File: src/hdl/mesch_pkg.sv
package mesch_pkg;

    // Sizes of the event queue and the note table.
    localparam int QUEUE_DEPTH = 32;
    localparam int NOTE_COUNT  = 128;
    localparam int NOTE_W      = $clog2(NOTE_COUNT);
    localparam int CNT_W       = $clog2(QUEUE_DEPTH + 1);
    localparam int ID_W        = 15;

    // Register addresses.
    localparam logic [2:0] ADDR_BYPASS = 3'd0;

    // Input opcodes.
    localparam logic [1:0] OP_INSERT  = 2'd0;
    localparam logic [1:0] OP_TIMER   = 2'd1;
    localparam logic [1:0] OP_ADVANCE = 2'd2;
    localparam logic [1:0] OP_NONE    = 2'd3;

    // Kinds of queued entries.
    localparam logic [1:0] EK_NOTE_ON  = 2'd0;
    localparam logic [1:0] EK_NOTE_OFF = 2'd1;
    localparam logic [1:0] EK_CTRL     = 2'd2;
    localparam logic [1:0] EK_TIMER    = 2'd3;

    // Result kinds.
    localparam logic [2:0] R_NOTE_ON  = 3'd0;
    localparam logic [2:0] R_NOTE_OFF = 3'd1;
    localparam logic [2:0] R_CTRL     = 3'd2;
    localparam logic [2:0] R_TIMER    = 3'd3;
    localparam logic [2:0] R_ACCEPT   = 3'd4;
    localparam logic [2:0] R_FULL     = 3'd5;
    localparam logic [2:0] R_DONE     = 3'd6;

    localparam logic [ID_W-1:0] ID_MAX = 15'h7FFF;

    typedef struct packed {
        logic [1:0]      kind;
        logic [ID_W-1:0] ctl;
        logic [15:0]     val;
        logic [15:0]     cd;
    } qentry_t;

    typedef struct packed {
        logic [1:0]  op;
        logic [1:0]  kind;
        logic [6:0]  ctl;
        logic [15:0] val;
        logic [15:0] amt;
    } cmd_t;

    typedef struct packed {
        logic [2:0]      kind;
        logic [ID_W-1:0] ctl;
        logic [15:0]     val;
        logic [ID_W-1:0] obj;
        logic            last;
    } result_t;

    typedef struct packed {
        logic [CNT_W-1:0] count;
        logic             busy;
    } status_t;

    // Wrapping id counter step: ids run from one up to one below the maximum.
    function automatic logic [ID_W-1:0] next_id(input logic [ID_W-1:0] cur);
        logic [ID_W-1:0] n;
        n = cur + 15'd1;
        if (n == ID_MAX || n == 15'd0)
        begin
            n = 15'd1;
        end
        return n;
    endfunction

endpackage

File: src/hdl/mesch_front.sv
module mesch_front (
    input  logic                clk,
    input  logic                rst_n,
    input  logic                cmd_valid,
    output logic                cmd_ready,
    input  logic [1:0]          opcode,
    input  logic [1:0]          event_kind,
    input  logic [6:0]          control,
    input  logic [15:0]         value,
    input  logic [15:0]         time_amount,
    output mesch_pkg::cmd_t     q_cmd,
    output logic                q_valid,
    input  logic                q_pop
);

    mesch_pkg::cmd_t slot_reg [2];
    logic            wr_ptr_reg, wr_ptr_next;
    logic            rd_ptr_reg, rd_ptr_next;
    logic [1:0]      fill_reg, fill_next;
    logic            push;
    logic            accept;

    // A transaction is taken whenever the two-entry queue has room.
    assign cmd_ready = (fill_reg != 2'd2);
    assign accept    = cmd_valid && cmd_ready;
    // Unknown opcodes are accepted and dropped here, as they cause no result.
    assign push      = accept && (opcode != mesch_pkg::OP_NONE);
    assign q_valid   = (fill_reg != 2'd0);
    assign q_cmd     = slot_reg[rd_ptr_reg];

    // Pointer and fill bookkeeping.
    always_comb
    begin
        wr_ptr_next = push ? ~wr_ptr_reg : wr_ptr_reg;
        rd_ptr_next = q_pop ? ~rd_ptr_reg : rd_ptr_reg;
        fill_next   = fill_reg + {1'b0, push} - {1'b0, q_pop};
    end

    always_ff @(posedge clk or negedge rst_n)
    begin
        if (!rst_n)
        begin
            wr_ptr_reg <= 1'b0;
            rd_ptr_reg <= 1'b0;
            fill_reg   <= 2'd0;
        end
        else
        begin
            wr_ptr_reg <= wr_ptr_next;
            rd_ptr_reg <= rd_ptr_next;
            fill_reg   <= fill_next;
        end
    end

    // Payload storage.
    always_ff @(posedge clk)
    begin
        if (push)
        begin
            slot_reg[wr_ptr_reg] <= '{op: opcode, kind: event_kind, ctl: control,
                                      val: value, amt: time_amount};
        end
    end

endmodule

File: config.mk
export PLATFORM = sky130hd
export DESIGN_NAME = mesch_front
export DESIGN_NICKNAME = d
export VERILOG_FILES = /design/src/hdl/mesch_pkg.sv /design/src/hdl/mesch_front.sv
export SDC_FILE = /design/constraint.sdc
export NUM_CORES = 1
export LEC_CHECK = 0
export BUFFER_PORTS_ARGS = -buffer_cell sky130_fd_sc_hd__buf_4
export CORE_ASPECT_RATIO = 1.4
export CORE_MARGIN = 5
export CORE_UTILIZATION = 25
export CTS_BUF_LIST = sky130_fd_sc_hd__clkbuf_4
export DETAILED_ROUTE_END_ITERATION = 10
export REMOVE_ABC_BUFFERS = 1
export SKIP_CTS_REPAIR_TIMING = 1
export SLEW_MARGIN = 20
export SYNTH_ARGS = -nofsm -noshare
export SYNTH_HDL_FRONTEND = slang
export SYNTH_SLANG_ARGS = --single-unit
export TNS_END_PERCENT = 10
File: constraint.sdc
create_clock -name clk -period 8.92 [get_ports clk]
set_input_delay 0 -clock clk [delete_from_list [all_inputs] [get_ports clk]]
set_output_delay 0 -clock clk [all_outputs]
set_load 0.02 [all_outputs]
======== Word level (Yosys, flattened, before mapping) ========
Memory sizes are Yosys's and may differ from the RTL's.
Index checks and enable logic that the tools add are counted.
storage, ports and cells
  output and inout bits ................... 45
  memory bits (writable) .................. 86
  memories kept ........................... 1
  word-level logic and storage cells ...... 15
  bits in registers ....................... 4
  input bits .............................. 47
memory list
  memory    words  width  read ports  clocked after memory_dff  write ports  RTL line           text
  slot_reg  2      43     1           0                         1            mesch_front.sv:16  mesch_pkg::cmd_t slot_reg [2];
cells by class
  bitwise logic cells ..................... 2
  mux-type cells .......................... 2
  reduce and logical (&&, ||, !) cells .... 3
  eq/ne operators ......................... 2
  $add $sub $neg .......................... 2
operator list
  kind                                         count
  2-bit != test (second input constant)        2
  2-bit by 1-bit adder with 2-bit output       1
  1-bit logical AND                            2
  1-bit 2-to-1 mux                             2
  1-bit NOT                                    2
  2-bit nonzero test                           1
  2-bit by 1-bit subtractor with 2-bit output  1

======== Longest topological paths before layout ========
Gate-level depths: netlist (run 1).
  depth in word-level cells ............... 5
  mapped depth ............................ 6
  mapped depth without buffers ............ 6

======== Worst setup path before layout (run 1) ========
Ideal clock, no wire load.
  kind .................................... register -> register
  start point ............................. register fill_reg[1]
  end point ............................... memory slot_reg[0][0] in the netlist's numbering, enable pin
  setup slack ............................. 5813 ps
  arrival ................................. 2663 ps
  cell stages (with the launch flop) ...... 4
  clock period less this slack ............ 3107 ps
  library setup time ...................... 444 ps
  data required time ...................... 8476 ps
  path buffers ............................ 0
  cells stage by stage .................... dfrtp_1 nand2b_1 nand3_1 nor2_1
between the ends
  cells in the longest elaborated chain, start to end .. 5
ends and longest elaborated chain
  what                                    RTL line           text
  from (decl)                             mesch_front.sv:19  logic [1:0] fill_reg, fill_next;
  from (signal assigned)                  mesch_front.sv:51  fill_reg <= fill_next;
  2-bit != test                           mesch_front.sv:24  assign cmd_ready = (fill_reg != 2'd2);
  via cmd_ready                           mesch_front.sv:5   output logic cmd_ready,
  1-bit logical AND                       mesch_front.sv:25  assign accept = cmd_valid && cmd_ready;
  1-bit logical AND                       mesch_front.sv:27  assign push = accept && (opcode != mesch_pkg::OP_NONE);
  1-bit 2-to-1 mux                        mesch_front.sv:58  if (push)
  1-bit 2-to-1 mux (implied by the code)  mesch_front.sv:60  slot_reg[wr_ptr_reg] <= '{op: opcode, kind: event_kind, ctl: control,
  to (decl)                               mesch_front.sv:16
The timed path passes the listed nets, and every way through them passes these cells.

==> flow_metrics.env, run 1 <==
export IMPL_status="complete, no violations"
export IMPL_crit_top_cell="buf_4"
export IMPL_endpoint_kind="output pin"
export IMPL_min_from="value[9]"
export IMPL_skew_ns=0.0123
export IMPL_via_per_inst=3.79
export IMPL_ios=92
export IMPL_worst_path_max_delay_cell="buf_4"
export IMPL_required_ns=8.92
export IMPL_ir_drop_mv=0.216
export IMPL_leakagePower_nw=1.95
export IMPL_drt_initial_drc_count=28
export IMPL_period_share_pct=25.0
export IMPL_worstSetupStartpointType="register"
export IMPL_criticalPathCategory="reg -> out"
export IMPL_rrSetupSlack_ns=6.74
export IMPL_total_power_mw=1.37
export IMPL_syn2layout_area_growth_pct=42.1
export IMPL_routed_wl_um=6840
export IMPL_synth_xor_area_share_pct=1.25
export IMPL_syn_area_mm2=0.00350
export IMPL_dr_pass1_iters=4
export IMPL_cts_buffers_inserted=9
export IMPL_slew_violations=0
export IMPL_nets=348
export IMPL_fin_cells=490
export IMPL_dr_wl_met3_um=384
export IMPL_worstPathMaxFanout=35
export IMPL_synth_compound_area_share_pct=0.179
export IMPL_max_cap_violations=0
export IMPL_ys_types=16
export IMPL_worstHoldPathCells=2
export IMPL_min_to="slot_reg[1][25]$_DFFE_PP_"
export IMPL_route_detailed_drc=0
export IMPL_grt_max_degree=44
export IMPL_die_x_um=110
export IMPL_crit_chain="buf_4, mux2_2, buf_4"
export IMPL_reg2reg_to="slot_reg[1][4]$_DFFE_PP_"
export IMPL_cts_buffer_depth=2
export IMPL_grt_ovfl_total=0
export IMPL_place_hpwl_um=4390
export IMPL_yosysSeqAreaShare_pct=76.6
export IMPL_preCtsSetupSlack_ns=6.70
export IMPL_dieArea_mm2=0.0165
export IMPL_io_buffer_count=91
export IMPL_cts_tree="built"
export IMPL_grt_usage_pct=8.28
export IMPL_critical_path_max_stage_delay_ns=0.61
export IMPL_start_util_pct=25.3
export IMPL_core_area_mm2=0.0138
export IMPL_cp_num_cells=3
export IMPL_antenna_found_initial=0
export IMPL_grt_pass1_wl_um=10000
export IMPL_vias=1859
export IMPL_period_minus_slack_ns=2.23
export IMPL_cts_root_buffer_cell="clkbuf_4"
export IMPL_htreeDepth=3
export IMPL_hold_class="in -> reg"
export IMPL_drt_met1_wl_um=2670
export IMPL_clk_latency_ns=0.42
export IMPL_rows=51
export IMPL_clkSlewWorstSetupHoldPaths_ns=0.15
export IMPL_tightestPinTransition_ns=0.655
export IMPL_reg2reg_depth=4
export IMPL_layout_drive_gt1_share_pct=51.5
export IMPL_ys_ff_latch=90
export IMPL_clkSinkCount=90
export IMPL_cp_num_buf_inv=2
export IMPL_timing_fmax_ghz=0.449
export IMPL_place_gp_congestion=0.674
export IMPL_die_h_um=150
export IMPL_dp_cells=427
export IMPL_met2WireLength_um=3650
export IMPL_grt_pass1_vias=1874
export IMPL_arrival_ns=2.23
export IMPL_synth_top_family_by_area="multiplexers"
export IMPL_avgRoutedWirePerCell_um=14.0
export IMPL_antenna_diode_count=0
export IMPL_setup_slack_ns=6.69
export IMPL_crit_family="buffers and inverters"
export IMPL_netlist_instances=153
export IMPL_synth_fa_ha_area_share_pct=0.357
export IMPL_post_route_util_pct=35.9
export IMPL_top_layer_used="met4"
export IMPL_setup_tns_ns=0
export IMPL_power_density_mw_per_mm2=275
export IMPL_synthMuxAreaShare_pct=18.0
export IMPL_ant_nets=0
export IMPL_setup_viol=0
export IMPL_fillers=1304
export IMPL_yosysWarnings=0
export IMPL_largest_reg_flops=86
export IMPL_avgSynthCellArea_um2=22.9
export IMPL_synth_simple_area_share_pct=0.821
export IMPL_rsz0062_at_grt="no"
export IMPL_hold_viol=0
export IMPL_worstReg2RegStart="fill_reg[1]$_DFF_PN0_"
export IMPL_slew_headroom_pct=56.3
layer usage:
| metal | track usage (%) | up-vias |
|---|---|---|
| li1 | - | 886 |
| met1 | 9.03 | 914 |
| met2 | 14.1 | 51 |
| met3 | 2.63 | 8 |
| met4 | 4.30 | 0 |
| met5 | 0 | - |
worst max-delay path by stage:
stage / end / slack, ns / from
floorplan: slot_reg[0][0]$_DFFE_PP_ / 5.81 / fill_reg[1]$_DFF_PN0_
global placement: slot_reg[1][5]$_DFFE_PP_ / 6.78 / fill_reg[1]$_DFF_PN0_
detailed placement: slot_reg[1][33]$_DFFE_PP_ / 6.70 / fill_reg[1]$_DFF_PN0_
CTS: q_cmd[0] / 6.59 / rd_ptr_reg$_DFFE_PN0P_
global route: q_cmd[0] / 6.54 / rd_ptr_reg$_DFFE_PN0P_
finish: q_cmd[0] / 6.69 / rd_ptr_reg$_DFFE_PN0P_
kinds of logic (layout without fill, tap and decap cells):
kind of cell | after synthesis | count (layout)
DFF | 90 | 90
xor gates and xnor gates | 5 | 5
buffers and inverters | 7 | 159
muxes | 43 | 43
AOI/OAI and AO/OA | 1 | 1
adders and majority gates | 1 | 1
and+or+nand+nor | 6 | 6
synth_stat cells:
cell type  count  area (um^2)
inv_1          2         7.51
edfxtp_1      86         2580
mux2_4        39          586
ha_1           1         12.5
xnor2_1        4         35.0
buf_12         4         80.1
or2_2          1         6.26
nand2b_1       1         6.26
buf_6          1         11.3
dfrtp_1        4          100
xor2_1         1         8.76
nand3_1        1         5.00
mux2_2         4         45.0
a31oi_1        1         6.26
nor2_1         2         7.51
nand2_1        1         3.75
power by group:
group	total (mW)	internal (mW)	leakage [nW]	switching, mW
combinational	0.556	0.280	1.03	0.276
clock	0.223	0.0898	0.0807	0.133
sequential	0.588	0.554	0.838	0.0339
total	1.37	0.924	1.95	0.443
cell type report:
| cell class | count | area [um^2] | area share [%] |
|---|---|---|---|
| Sequential cell | 90 | 2680 | 53.9 |
| Tap cell | 185 | 231 | 4.65 |
| Clock buffer | 10 | 75.1 | 1.51 |
| Timing Repair Buffer | 141 | 1180 | 23.6 |
| Multi-Input combinational cell | 56 | 737 | 14.8 |
| Clock inverter | 6 | 66.3 | 1.33 |
| Inverter | 2 | 7.51 | 0.151 |
per-stage QoR:
step / area, um^2 / hold slack, ns
after detailed placement: 4370 / -0.199
after CTS: 4510 / -0.708
after global placement: 4370 / -0.202
after global routing: 4980 / 0.243
final: 4980 / 0.292
after floorplan: 3410 / -0.296
cell usage in the layout, fill, tap and decap left out, drive strengths merged:
cell type    netlist  layout
bufinv             0       1
xnor2              4       4
nor2               2       2
nand2b             1       1
mux2              43      43
or2                1       1
inv                2       3
edfxtp            86      86
nand2              1       1
xor2               1       1
ha                 1       1
clkbuf             0      10
dfrtp              4       4
nand3              1       1
dlygate4sd3        0      47
a31oi              1       1
clkinv             0       4
buf                5      94
Note: power is estimated with default switching activity, not from simulation.
==> inputs of run 2 (changes only) <==
==> constraint.sdc (replaced) <==
create_clock -name clk -period 1.8 [get_ports clk]
set_input_delay 0 -clock clk [delete_from_list [all_inputs] [get_ports clk]]
set_output_delay 0 -clock clk [all_outputs]
set_load 0.02 [all_outputs]
==> run 2 against run 1 <==
  * First-iteration DRC count decreased by 7.1%
  * Die area unchanged
  * Wire length decreased by 2.3%
  * Sequential share of layout area decreased by 0.19 points
  * Register-to-register slack got worse by 6.6 ns
==> flow_metrics.env, run 2 (synthesis gave the netlist of run 1 again) <==
export IMPL_status="complete, no violations"
export IMPL_p_clk_share_pct=13.8
export IMPL_criticalPathCategory="reg -> reg"
export IMPL_max_cap_violations=0
export IMPL_routed_wl_um=6680
export IMPL_grt_max_degree=44
export IMPL_ant_nets=0
export IMPL_dieArea_mm2=0.0165
export IMPL_cts_tree="built"
export IMPL_crit_family="XOR/XNOR gates"
export IMPL_die_x_um=110
export IMPL_sw_frac_of_total_pct=32.8
export IMPL_reg2reg_depth=6
export IMPL_crit_chain="nand2b_1, nand3_1, xnor2_1, ha_1, xnor2_1, xnor2_1"
export IMPL_clk_latency_ns=0.42
export IMPL_antenna_found_initial=0
export IMPL_hold_class="in -> reg"
export IMPL_layout_commonest_cell="buf_4"
export IMPL_antenna_diode_count=0
export IMPL_clkSinkCount=90
export IMPL_p_seq_share_pct=42.9
export IMPL_timing_fmax_ghz=0.590
export IMPL_hold_viol=0
export IMPL_syn2layout_area_growth_pct=42.6
export IMPL_power_switching_mw=2.19
export IMPL_ir_drop_mv=1.06
export IMPL_min_from="value[13]"
export IMPL_slew_headroom_pct=76.9
export IMPL_worstHoldPathCells=2
export IMPL_cp_num_buf_inv=0
export IMPL_worstReg2RegStart="fill_reg[1]$_DFF_PN0_"
export IMPL_route_detailed_drc=0
export IMPL_rows=51
export IMPL_arrival_ns=2.04
export IMPL_die_h_um=150
export IMPL_tightestPinTransition_ns=0.345
export IMPL_clkSlewWorstSetupHoldPaths_ns=0.14
export IMPL_skew_ns=0.0104
export IMPL_critical_path_max_stage_delay_ns=0.43
export IMPL_slew_violations=0
export IMPL_rrSetupSlack_ns=0.10
export IMPL_place_gp_congestion=0.709
export IMPL_layout_drive_gt1_share_pct=51.0
export IMPL_crit_top_cell="xnor2_1"
export IMPL_endpoint_kind="register"
export IMPL_worst_path_max_delay_cell="dfrtp_1"
export IMPL_period_share_pct=94.2
export IMPL_avgRoutedWirePerCell_um=13.6
export IMPL_worstPathMaxFanout=4
export IMPL_reg2reg_to="fill_reg[1]$_DFF_PN0_"
export IMPL_ios=92
export IMPL_vias=1861
export IMPL_nets=349
export IMPL_power_density_mw_per_mm2=1330
export IMPL_setup_viol=0
export IMPL_min_to="slot_reg[0][29]$_DFFE_PP_"
export IMPL_worstSetupStartpointType="register"
export IMPL_cts_root_buffer_cell="clkbuf_4"
export IMPL_io_buffer_count=91
export IMPL_grt_pass1_wl_um=9450
export IMPL_grt_pass1_vias=1871
export IMPL_total_power_mw=6.67
export IMPL_core_area_mm2=0.0138
export IMPL_required_ns=2.15
export IMPL_via_per_inst=3.79
export IMPL_grt_ovfl_total=0
export IMPL_grt_usage_pct=7.87
export IMPL_cts_buffers_inserted=9
export IMPL_internal_power_mw=4.48
export IMPL_dr_pass1_iters=3
export IMPL_largest_reg_flops=86
export IMPL_post_route_util_pct=36.1
export IMPL_htreeDepth=3
export IMPL_period_minus_slack_ns=1.70
export IMPL_cts_buffer_depth=2
export IMPL_leakagePower_nw=1.95
export IMPL_drt_initial_drc_count=26
export IMPL_final_cell_mix="buf_4, edfxtp_1, dlygate4sd3_1"
export IMPL_start_util_pct=25.3
export IMPL_power_frac_comb_pct=43.3
run 2: cell count changes in the layout (fill, tap and decap cells not counted):
cell / change
buf_12: +3
clkinv_4: +1
inv_6: -1
bufinv_16: -1
clkbuf_4: -1
clkinv_2: -1
clkinvlp_4: +1
clkinv_1: +2
buf_4: -2
run 2: final cells by class:
class                      instances  area (um^2)
clock buffer                       9         67.6
clock inverter                     7         46.3
fill                            1303         8850
inverter                           2         7.51
multi-input combinational         56          737
sequential                        90         2680
tap                              185          231
timing repair buffer             142         1220
run 2: layer usage:
layer	part of all wire [%]	track usage, %	up-vias
met3	6.5	3.67	12
li1	-	-	890
met4	2.4	4.55	0
met5	0	0	-
met1	36	7.73	906
met2	55	13.3	53
run 2: how the worst max path moves through the flow:
stage                                       from                        to  cells past startpoint  slack, ns
after floorplan            fill_reg[1]$_DFF_PN0_  slot_reg[0][0]$_DFFE_PP_                      3      -1.31
after global placement     fill_reg[1]$_DFF_PN0_     fill_reg[1]$_DFF_PN0_                      6       0.25
after detailed placement   fill_reg[1]$_DFF_PN0_     fill_reg[1]$_DFF_PN0_                      6       0.20
after global routing       fill_reg[1]$_DFF_PN0_     fill_reg[1]$_DFF_PN0_                      6      -0.06
final                      fill_reg[1]$_DFF_PN0_     fill_reg[1]$_DFF_PN0_                      6       0.10
after CTS                 rd_ptr_reg$_DFFE_PN0P_                 q_cmd[42]                      3       0.05
run 2: worst register-to-register path, stage by stage (launching register included):
cell      delay [ns]
dfrtp_1         0.43
nand2b_1        0.13
nand3_1         0.27
xnor2_1         0.22
ha_1            0.21
xnor2_1         0.22
xnor2_1         0.14
run 2: per-stage QoR:
step	std cells	TNS, ns	instance area (um^2)	setup WS, ns	hold WS (ns)
global placement	428	0	4410	0.251	-0.201
detailed placement	428	0	4410	0.204	-0.198
global route	491	-0.0611	4990	-0.0611	0.230
CTS	444	0	4520	0.0502	-0.700
floorplan	148	-124.25	3410	-1.31	-0.296
finish	491	0	4990	0.104	0.300
run 2: power groups by stage:
stage / Sequential (mW) / Combinational (mW) / Clock [mW]
floorplan: 3.09 / 1.63 / 0
global placement: 2.90 / 2.85 / 0
detailed placement: 2.91 / 2.86 / 0
CTS: 2.87 / 2.87 / 1.00
global route: 2.90 / 3.06 / 1.07
finish: 2.86 / 2.89 / 0.921
==> inputs of run 3 (changes only) <==
--- a/config.mk
+++ b/config.mk
@@ -5,6 +5,7 @@
 export SDC_FILE = /design/constraint.sdc
 export NUM_CORES = 1
 export LEC_CHECK = 0
+export ABC_AREA = 1
 export BUFFER_PORTS_ARGS = -buffer_cell sky130_fd_sc_hd__buf_4
 export CORE_ASPECT_RATIO = 1.4
 export CORE_MARGIN = 5
==> run 3 against run 2 <==
  * Wire length grew 4.3%
  * Worst hold slack gained 0.0074 ns
  * First-iteration DRC count grew 58%
  * Non-clock buffer count grew 1
  * Largest power group unchanged
==> flow_metrics.env, run 3 <==
export IMPL_busiest_layer="met2"
export IMPL_cts_tree="built"
export IMPL_required_ns=1.80
export IMPL_grt_pass1_vias=1997
export IMPL_die_h_um=150
export IMPL_die_x_um=110
export IMPL_avgSynthCellArea_um2=21.5
export IMPL_critical_path_max_stage_delay_ns=0.42
export IMPL_route_detailed_drc=0
export IMPL_crit_chain="buf_6, mux2_2, buf_4"
export IMPL_cp_num_buf_inv=2
export IMPL_worstSetupStartpointType="register"
export IMPL_status="complete, no violations"
export IMPL_cts_buffers_inserted=9
export IMPL_yosysTopAreaCell="edfxtp_1"
export IMPL_worstPathMaxFanout=18
export IMPL_arrival_ns=1.62
export IMPL_crit_family="flip-flops"
export IMPL_rows=51
export IMPL_endpoint_kind="output pin"
export IMPL_htreeDepth=3
export IMPL_slew_headroom_pct=81.9
export IMPL_synth_common_cells="edfxtp_1, mux2_4, nand2_1"
export IMPL_dieArea_mm2=0.0166
export IMPL_hold_class="in -> reg"
export IMPL_place_hpwl_um=4590
export IMPL_ys_types=13
export IMPL_hold_viol=0
export IMPL_final_cell_mix="buf_4, edfxtp_1, dlygate4sd3_1"
export IMPL_cp_num_cells=3
export IMPL_slew_violations=0
export IMPL_ys_ff_latch=90
export IMPL_clkSinkCount=90
export IMPL_synthFlopType="edfxtp_1"
export IMPL_layout_drive_gt1_share_pct=49.4
export IMPL_grt_max_degree=45
export IMPL_criticalPathCategory="reg -> out"
export IMPL_clk_latency_ns=0.41
export IMPL_place_gp_congestion=0.703
export IMPL_worst_path_max_delay_cell="dfrtp_2"
export IMPL_setup_viol=0
export IMPL_setup_slack_ns=0.179
export IMPL_synth_edff_count=86
export IMPL_dp_cells=440
export IMPL_tightestPinTransition_ns=0.272
export IMPL_antenna_found_initial=0
export IMPL_core_area_mm2=0.0138
export IMPL_nets=361
export IMPL_netlist_instances=164
export IMPL_timing_fmax_ghz=0.617
export IMPL_total_power_mw=6.80
export IMPL_layout_commonest_cell="buf_4"
export IMPL_skew_ns=0.0114
export IMPL_cts_buffer_depth=2
export IMPL_via_per_inst=3.80
export IMPL_fin_cells=503
export IMPL_use_met1_pct=8.72
export IMPL_ant_nets=0
export IMPL_clkSlewWorstSetupHoldPaths_ns=0.13
export IMPL_reg2reg_depth=12
export IMPL_drt_initial_drc_count=41
export IMPL_syn2layout_area_growth_pct=43.7
export IMPL_fin_area_mm2=0.00506
export IMPL_ir_drop_mv=0.878
export IMPL_grt_usage_pct=8.25
export IMPL_avgRoutedWirePerCell_um=13.9
export IMPL_yosysWarnings=0
export IMPL_synth_top_area_share_pct=73.3
export IMPL_yosys_top_cells_area="edfxtp_1, mux2_4, dfrtp_1, buf_12, mux2_2"
export IMPL_antenna_diode_count=0
export IMPL_vias=1909
export IMPL_io_buffer_count=91
export IMPL_rsz0062_at_grt="no"
export IMPL_preCtsSetupSlack_ns=0.178
export IMPL_yosysMostFrequentCell="edfxtp_1"
export IMPL_use_met2_pct=14.3
export IMPL_max_cap_violations=0
export IMPL_dr_pass1_iters=4
export IMPL_period_share_pct=90.0
export IMPL_yosysSeqAreaShare_pct=76.2
export IMPL_async_reset_ff_share_pct=4.44
export IMPL_crit_start="rd_ptr_reg$_DFFE_PN0P_"
export IMPL_cts_root_buffer_cell="clkbuf_4"
export IMPL_grt_pass1_wl_um=10000
export IMPL_largest_reg_flops=86
export IMPL_period_minus_slack_ns=1.62
export IMPL_syn_area_mm2=0.00352
export IMPL_start_util_pct=25.4
export IMPL_worstReg2RegStart="fill_reg[0]$_DFF_PN0_"
export IMPL_routed_wl_um=6970
export IMPL_dpl_cell_area_mm2=0.00445
export IMPL_ios=92
export IMPL_rrSetupSlack_ns=0.22
export IMPL_use_met3_pct=3.09
export IMPL_reg2reg_to="fill_reg[1]$_DFF_PN0_"
export IMPL_fillers=1319
export IMPL_power_density_mw_per_mm2=1340
export IMPL_leakagePower_nw=2.01
export IMPL_crit_end="q_cmd[42]"
export IMPL_grt_ovfl_total=0
==> run 3: report_power, final <==
group	switching, mW	total, mW	internal, mW
logic	1.46	2.92	1.46
registers	0.111	2.85	2.74
clock network	0.610	1.04	0.428
total	2.18	6.80	4.62
==> run 3: per-stage QoR <==
step                hold WS, ns  setup TNS [ns]  utilization [%]
finish                    0.307               0             36.5
global route              0.259               0             36.5
CTS                      -0.702               0             33.1
detailed placement       -0.198               0             32.1
global placement         -0.199               0             32.1
floorplan                -0.296         -121.56                -
==> run 3: how the worst min path moves through the flow <==
stage	slack [ns]	to	start	depth (start not counted)
after floorplan	-0.30	fill_reg[0]$_DFF_PN0_	rst_n	0
after global placement	-0.20	fill_reg[0]$_DFF_PN0_	rst_n	1
after detailed placement	-0.20	fill_reg[0]$_DFF_PN0_	rst_n	1
after CTS	-0.70	fill_reg[0]$_DFF_PN0_	rst_n	1
after global routing	0.26	slot_reg[1][6]$_DFFE_PP_	time_amount[6]	2
final	0.31	slot_reg[0][32]$_DFFE_PP_	control[0]	2
==> run 3: worst reg2reg max path: stages, from the launching register on <==
cell	delay, ns
dfrtp_1	0.39
inv_1	0.07
nand2_1	0.13
nand3_2	0.18
nand2_1	0.14
nand2_1	0.06
ha_1	0.19
inv_1	0.05
nand2_1	0.05
nand2_1	0.07
inv_1	0.04
nand2_1	0.06
nand2_1	0.05
==> run 3: area by class of cell <==
cell class                 count  area, um^2  area share, %
timing repair buffer         143        1240           24.6
sequential                    90        2680           53.0
clock buffer                  10        75.1           1.48
clock inverter                 6        57.6           1.14
tap                          185         231           4.57
multi-input combinational     62         741           14.6
inverter                       7        26.3          0.519
==> run 3: layer usage <==
layer / vias up / routed length, um
met5: - / 0
li1: 923 / -
met3: 9 / 377
met2: 52 / 3820
met1: 925 / 2640
met4: 0 / 131
==> run 3: cell families (layout without fill, tap and decap cells) <==
group	count (synthesis)	in the layout	share of synthesized area [%]
buffers and inverters	12	166	3.34
adders and majority gates	1	1	0.355
and+or+nand+nor	17	17	1.95
DFF	90	90	76.2
muxes	43	43	17.9
xor gates and xnor gates	1	1	0.249
